File: src/sv/ale_pkg.sv
`timescale 1ns / 1ps
package ale_pkg;

    localparam int DEPTH_DEF = 1024;
    localparam int ACT_W     = 3;
    localparam int KEY_W     = 32;
    localparam int POS_W     = 10;
    localparam int CNT_W     = 11;

    localparam logic [ACT_W-1:0] ACT_APPEND  = 3'd0;
    localparam logic [ACT_W-1:0] ACT_REMOVE  = 3'd1;
    localparam logic [ACT_W-1:0] ACT_SEARCH  = 3'd2;
    localparam logic [ACT_W-1:0] ACT_REVERSE = 3'd3;
    localparam logic [ACT_W-1:0] ACT_FILTER  = 3'd4;

    typedef enum logic [2:0] {
        OP_APPEND,
        OP_REMOVE,
        OP_SEARCH,
        OP_REVERSE,
        OP_FILTER,
        OP_NONE
    } op_t;

    typedef struct packed {
        op_t                     op;
        logic signed [KEY_W-1:0] key;
        logic [POS_W-1:0]        pos;
    } cmd_t;

endpackage

File: src/sv/ale_front.sv
`timescale 1ns / 1ps
module ale_front
(
    input  logic                             clk,
    input  logic                             rst_n,
    input  logic                             in_valid,
    output logic                             in_stall,
    input  logic [ale_pkg::ACT_W-1:0]        action,
    input  logic signed [ale_pkg::KEY_W-1:0] key_in,
    input  logic [ale_pkg::POS_W-1:0]        position,
    output logic                             q_valid,
    output ale_pkg::cmd_t                    q_cmd,
    input  logic                             q_pop
);

    ale_pkg::cmd_t slot_reg [2];
    logic          wr_ptr_reg, wr_ptr_next;
    logic          rd_ptr_reg, rd_ptr_next;
    logic [1:0]    cnt_reg, cnt_next;
    ale_pkg::cmd_t cmd_in;
    logic          push, pop;

    always_comb
    begin
        cmd_in.key = key_in;
        cmd_in.pos = position;
        case (action)
            ale_pkg::ACT_APPEND:  cmd_in.op = ale_pkg::OP_APPEND;
            ale_pkg::ACT_REMOVE:  cmd_in.op = ale_pkg::OP_REMOVE;
            ale_pkg::ACT_SEARCH:  cmd_in.op = ale_pkg::OP_SEARCH;
            ale_pkg::ACT_REVERSE: cmd_in.op = ale_pkg::OP_REVERSE;
            ale_pkg::ACT_FILTER:  cmd_in.op = ale_pkg::OP_FILTER;
            default:              cmd_in.op = ale_pkg::OP_NONE;
        endcase
    end

    assign in_stall = (cnt_reg == 2'd2);
    assign push     = in_valid && !in_stall;
    assign q_valid  = (cnt_reg != 2'd0);
    assign pop      = q_pop && q_valid;
    assign q_cmd    = slot_reg[rd_ptr_reg];

    always_comb
    begin
        wr_ptr_next = push ? !wr_ptr_reg : wr_ptr_reg;
        rd_ptr_next = pop ? !rd_ptr_reg : rd_ptr_reg;
        cnt_next    = cnt_reg + {1'b0, push} - {1'b0, pop};
    end

    always_ff @(posedge clk or negedge rst_n)
    begin
        if (!rst_n)
        begin
            wr_ptr_reg <= 1'b0;
            rd_ptr_reg <= 1'b0;
            cnt_reg    <= 2'd0;
        end
        else
        begin
            wr_ptr_reg <= wr_ptr_next;
            rd_ptr_reg <= rd_ptr_next;
            cnt_reg    <= cnt_next;
        end
    end

    always_ff @(posedge clk)
    begin
        if (push)
        begin
            slot_reg[wr_ptr_reg] <= cmd_in;
        end
    end

endmodule

File: config.mk
export PLATFORM = sky130hd
export DESIGN_NAME = ale_front
export DESIGN_NICKNAME = d
export VERILOG_FILES = /design/src/sv/ale_pkg.sv /design/src/sv/ale_front.sv
export SDC_FILE = /design/constraint.sdc
export NUM_CORES = 1
export LEC_CHECK = 0
export BUFFER_PORTS_ARGS = -buffer_cell sky130_fd_sc_hd__buf_4
export CAP_MARGIN = 20
export CORE_MARGIN = 8
export CORE_UTILIZATION = 37
export CTS_CLUSTER_SIZE = 30
export DETAILED_ROUTE_END_ITERATION = 7
export GPL_ROUTABILITY_DRIVEN = 0
export GPL_TIMING_DRIVEN = 0
export PLACE_DENSITY_LB_ADDON = 0.12
export SLEW_MARGIN = 30
export SYNTH_ARGS = -nofsm -noshare
export SYNTH_HDL_FRONTEND = slang
export SYNTH_SLANG_ARGS = --single-unit
File: constraint.sdc
create_clock -name clk -period 2.8 [get_ports clk]
set_input_delay 0.28 -clock clk [delete_from_list [all_inputs] [get_ports clk]]
set_output_delay 0.28 -clock clk [all_outputs]
set_load 0.01 [all_outputs]
Word level (Yosys, flattened, before mapping):

Memories as Yosys holds them, arrays and structs flattened.
Index checks and enable logic that the tools add are counted.

* output and inout bits: 47
* memories kept: 1
* RAM bits: 90
* flip-flop bits (word level): 4
* input port bits: 49
* word-level logic and storage cells: 21

* equal/unequal tests: 5
* mux-type cells: 3
* reductions and logical operators: 7
* $add $sub $neg: 2

Memories
* slot_reg: words 2, width 45, read ports 1, clocked after Yosys merged registers in 0, write ports 1, line ale_front.sv:16 `ale_pkg::cmd_t slot_reg [2];`

Operator list (number)
* one-hot mux 3 bit (5 select lines): 1
* equality test 3 x 2 -> 1 bit, second input constant: 2
* equality test 3 x 1 -> 1 bit, second input constant: 1
* equality test 3 bit, second input constant: 1
* logical NOT 1 bit: 3
* logical NOT 3 bit: 1
* adder 2 x 1 -> 2 bit: 1
* equality test 2 bit, second input constant: 1
* logical AND 1 bit: 2
* 2-to-1 mux 1 bit: 2
* nonzero test 2 bit: 1
* subtractor 2 x 1 -> 2 bit: 1

Logic depth before layout (Yosys ltp):

* depth in word-level cells: 5
* mapped depth: 7
* mapped depth without buffers: 7

Least setup slack after synthesis:

OpenSTA, ideal clock, no wires.

* path kind: reg2reg
* start: register cnt_reg[1]
* end: memory slot_reg[0][0] in the netlist's numbering (enable)
* data arrival time: 2.481 ns
* library setup time: 0.447 ns
* buffers on the path: 0
* data required time: 2.353 ns
* period minus slack after synthesis: 2.928 ns
* setup slack: -0.128 ns
* cell stages (with the launch flop): 4
* path through: dfrtp_1 nand2b_1 nand2_1 nor2_1

* longest elaborated chain between the ends: 5

Ends and longest elaborated chain
* start: declaration: line ale_front.sv:19 `logic [1:0] cnt_reg, cnt_next;`
* start signal: assignment: line ale_front.sv:62 `cnt_reg <= cnt_next;`
* equality test 2 bit: line ale_front.sv:37 `assign in_stall = (cnt_reg == 2'd2);`
* logical NOT 1 bit: line ale_front.sv:38 `assign push = in_valid && !in_stall;`
* logical AND 1 bit: line ale_front.sv:38
* 2-to-1 mux 1 bit: line ale_front.sv:68 `if (push)`
* 2-to-1 mux 1 bit (not written as such): line ale_front.sv:70 `slot_reg[wr_ptr_reg] <= cmd_in;`
* end: declaration: line ale_front.sv:16

Every way passes these cells.

==> results.cfg <==
[floorplan]
die_width_um = 115
die_height_um = 115
start_util_pct = 37.7
core_mm2 = 0.00964
placementRows = 36
total_die_area_mm2 = 0.0132
ioPinCount = 96

[clock_tree]
post-cts-setup-buffer-count = 0
clock-sinks = 94
cts.hold.buffers_added = 1
clockRootBuffer = sky130_fd_sc_hd__clkbuf_8
cts-root-to-sink-buffers = 2
cts_repair_resize_count = 0
numCtsBuffers = 9
cts.reportedPaths.clkPinSlew_ns = 0.09
tritoncts = yes
htreeDepth = 3
worstSkewPairLatency_ns = 0.34

[synthesis]
synthDominantAreaCellType = sky130_fd_sc_hd__edfxtp_1
postSynthAreaPerCell_um2 = 22.6
yosys.area.top_type_share_pct = 74.4
synth_cells = 161
synth_sequential_area_ratio_pct = 77.2
synth_cell_types = 18
syn-cell-area_mm2 = 0.00363
mappedNetlistNets = 212
ys_ff_latch = 94
yosysWarningCount = 0
main_area_contributors_after_synthesis = sky130_fd_sc_hd__edfxtp_1 (74%), sky130_fd_sc_hd__mux2_4 (16%), sky130_fd_sc_hd__dfrtp_1 (2.8%), sky130_fd_sc_hd__mux2_2 (1.9%), sky130_fd_sc_hd__buf_6 (1.6%)

[worst_setup_path]
endpoint_kind = output port
timing_worst_setup_path_type = flip-flop to output port
worst_ep_required_time_ns = 2.52
critPathArrivalTime_ns = 1.51
startpoint_type = flip-flop
worstPathMaxFanout = 10

[power_and_ir_drop]
switching_share_pct = 27.3
total_leakage_power_nw = 1.92
combinational_share_of_power_pct = 38.5
switching_power_mw = 1.34
ir_drop_mv = 0.418
power_report.internal_total_mw = 3.57
p_per_area_mw_per_mm2 = 1020
power.sequential.fraction_pct = 40.9
power_frac_clock_pct = 20.6

[sta]
fin_crit_sh_pct = 64.1
finalCriticalPeriod_ns = 1.79
finalClockSkew_ns = 0.00548
maxSlewViolCount = 0
relSlewSlack_pct = 71.3
fmax_ghz = 0.557
setup_viol_count_final = 0
tightest_pin_transition_ns = 0.429
fin_tns_setup_ns = 0
finalHoldViolations = 0
grt_setup_unrepaired = no

[route]
drt_pass1_iterations = 4
detail_route.iter0.violations = 73
route.final.wire_length_mm = 6.65
drtAntennaViolNets = 0
post_drt_via_cell_ratio = 4.37
routed_len_inst_um = 16.3
routed-via-count = 1779
drt_drc_violations_left = 0

[global_routing]
initial_antenna_violation_count = 0
grt_util_all_layers_pct = 10.4
grt_most_used_layer = met2
globalRouteMet1Util_pct = 11.3
groute.layer.met3.usage_pct = 4.31
grt_max_degree = 24
globalRouteOverflowTotal = 0
wire_length_of_the_first_global_routing_pass_mm = 10.4
grt.met2_usage_pct = 17.4
first_global_vias = 2037

[hold_path]
hp-class = input port to flip-flop

[place]
dpl.cell_count = 392
io_buffer_count = 95
hpwl_mm = 4.77

[layout]
drive_gt1_share_pct = 59.9
fin_cells = 407
areaGrowthSynthToFinish_pct = 33.1
antenna-diode-count = 0
largest_register_ff_count = 90
nets = 322
post_route_core_utilization_pct = 50.2

[job]
cap_violations = 0

[run_status]
status = finished, final reports clean
[area by class of cell]
type / instances / area, um^2
timing repair buffer: 99 / 798
fill: 832 / 4800
clock inverter: 4 / 97.6
inverter: 2 / 7.51
multi-input combinational: 59 / 774
clock buffer: 10 / 128
sequential: 94 / 2800
tap: 133 / 166
buffer: 6 / 60.1
[cell usage after synthesis, drive strengths merged]
library cell  count
a21o              1
nor2b             1
xnor2             3
clkbuf            1
inv               2
nand2             1
edfxtp           90
dfrtp             4
nand2b            1
and3              1
mux2             45
ha                2
nor2              1
buf               5
or2               1
and2              1
xor2              1
[path summary, 6_finish.rpt]
kind,startpoint,endpoint,slack (ns),depth (start not counted)
max in group asynchronous,rst_n,rd_ptr_reg$_DFFE_PN0P_,2.43,2
min in group asynchronous,rst_n,wr_ptr_reg$_DFFE_PN0P_,0.26,2
max reg2reg,cnt_reg[1]$_DFF_PN0_,cnt_reg[1]$_DFF_PN0_,1.13,7
max,rd_ptr_reg$_DFFE_PN0P_,q_cmd[16],1.01,4
min reg2reg,cnt_reg[1]$_DFF_PN0_,cnt_reg[1]$_DFF_PN0_,0.50,1
min,position[1],slot_reg[0][1]$_DFFE_PP_,0.12,1
[kinds of logic (layout without fill, tap and decap cells)]
| group | after synthesis | count (layout) | share of synthesized area (%) |
|---|---|---|---|
| flip-flops | 94 | 94 | 77.2 |
| multiplexers | 45 | 45 | 18.0 |
| buffers and inverters | 8 | 121 | 1.86 |
| AND/OR/NAND/NOR | 7 | 7 | 1.14 |
| XOR/XNOR | 4 | 4 | 0.965 |
| adder cells (fa/ha/maj) | 2 | 2 | 0.689 |
| AO/OA/AOI/OAI | 1 | 1 | 0.207 |
[power groups by stage]
| stage | Sequential, mW | Clock [mW] | Combinational (mW) |
|---|---|---|---|
| floorplan | 2.03 | 0 | 1.13 |
| global placement | 2.05 | 0 | 1.86 |
| detailed placement | 2.04 | 0 | 1.95 |
| CTS | 2.01 | 1.04 | 1.95 |
| global route | 2.04 | 1.09 | 2.05 |
| finish | 2.01 | 1.01 | 1.89 |
[routing by layer]
metal	vias to the layer above	wire (um)
met3	8	567
li1	838	-
met4	0	99
met5	-	0
met1	872	2640
met2	61	3340
[layout by cell type (no fill, tap or decap)]
cell type,netlist,layout
sky130_fd_sc_hd__a21o_1,1,1
sky130_fd_sc_hd__and2_4,1,1
sky130_fd_sc_hd__and3_4,0,1
sky130_fd_sc_hd__buf_12,0,1
sky130_fd_sc_hd__buf_16,0,2
sky130_fd_sc_hd__buf_4,0,95
sky130_fd_sc_hd__buf_6,5,5
sky130_fd_sc_hd__bufinv_16,0,3
sky130_fd_sc_hd__clkbuf_1,1,2
sky130_fd_sc_hd__clkbuf_8,0,9
sky130_fd_sc_hd__clkinvlp_4,0,1
sky130_fd_sc_hd__dfrtp_1,4,4
sky130_fd_sc_hd__dlygate4sd3_1,0,1
sky130_fd_sc_hd__edfxtp_1,90,90
sky130_fd_sc_hd__ha_1,2,2
sky130_fd_sc_hd__inv_1,2,2
sky130_fd_sc_hd__mux2_2,6,6
sky130_fd_sc_hd__mux2_4,39,39
sky130_fd_sc_hd__nand2_1,1,1
sky130_fd_sc_hd__nand2b_1,1,1
sky130_fd_sc_hd__nor2_4,0,1
sky130_fd_sc_hd__nor2b_1,1,1
sky130_fd_sc_hd__or2_1,1,1
sky130_fd_sc_hd__xnor2_1,3,3
sky130_fd_sc_hd__xor2_1,1,1
[worst max-delay path: stages, from the launching register on]
cell and delay, ns:
sky130_fd_sc_hd__dfrtp_1 0.34, sky130_fd_sc_hd__buf_6 0.17, sky130_fd_sc_hd__buf_6 0.20, sky130_fd_sc_hd__mux2_4 0.32, sky130_fd_sc_hd__buf_4 0.15
[stage by stage]
step | setup WS (ns) | cell area, um^2 | hold WS [ns] | power (mW)
after floorplan | 0.618 | 3630 | -0.0156 | 3.15
after global placement | -0.242 | 4510 | 0.0839 | 3.91
after detailed placement | 1.12 | 4600 | 0.0799 | 3.99
after CTS | 0.962 | 4830 | 0.0943 | 5.01
after global routing | 0.915 | 4830 | 0.0937 | 5.17
final | 1.01 | 4830 | 0.119 | 4.91
No activity file was read; power rests on OpenSTA's default activity.
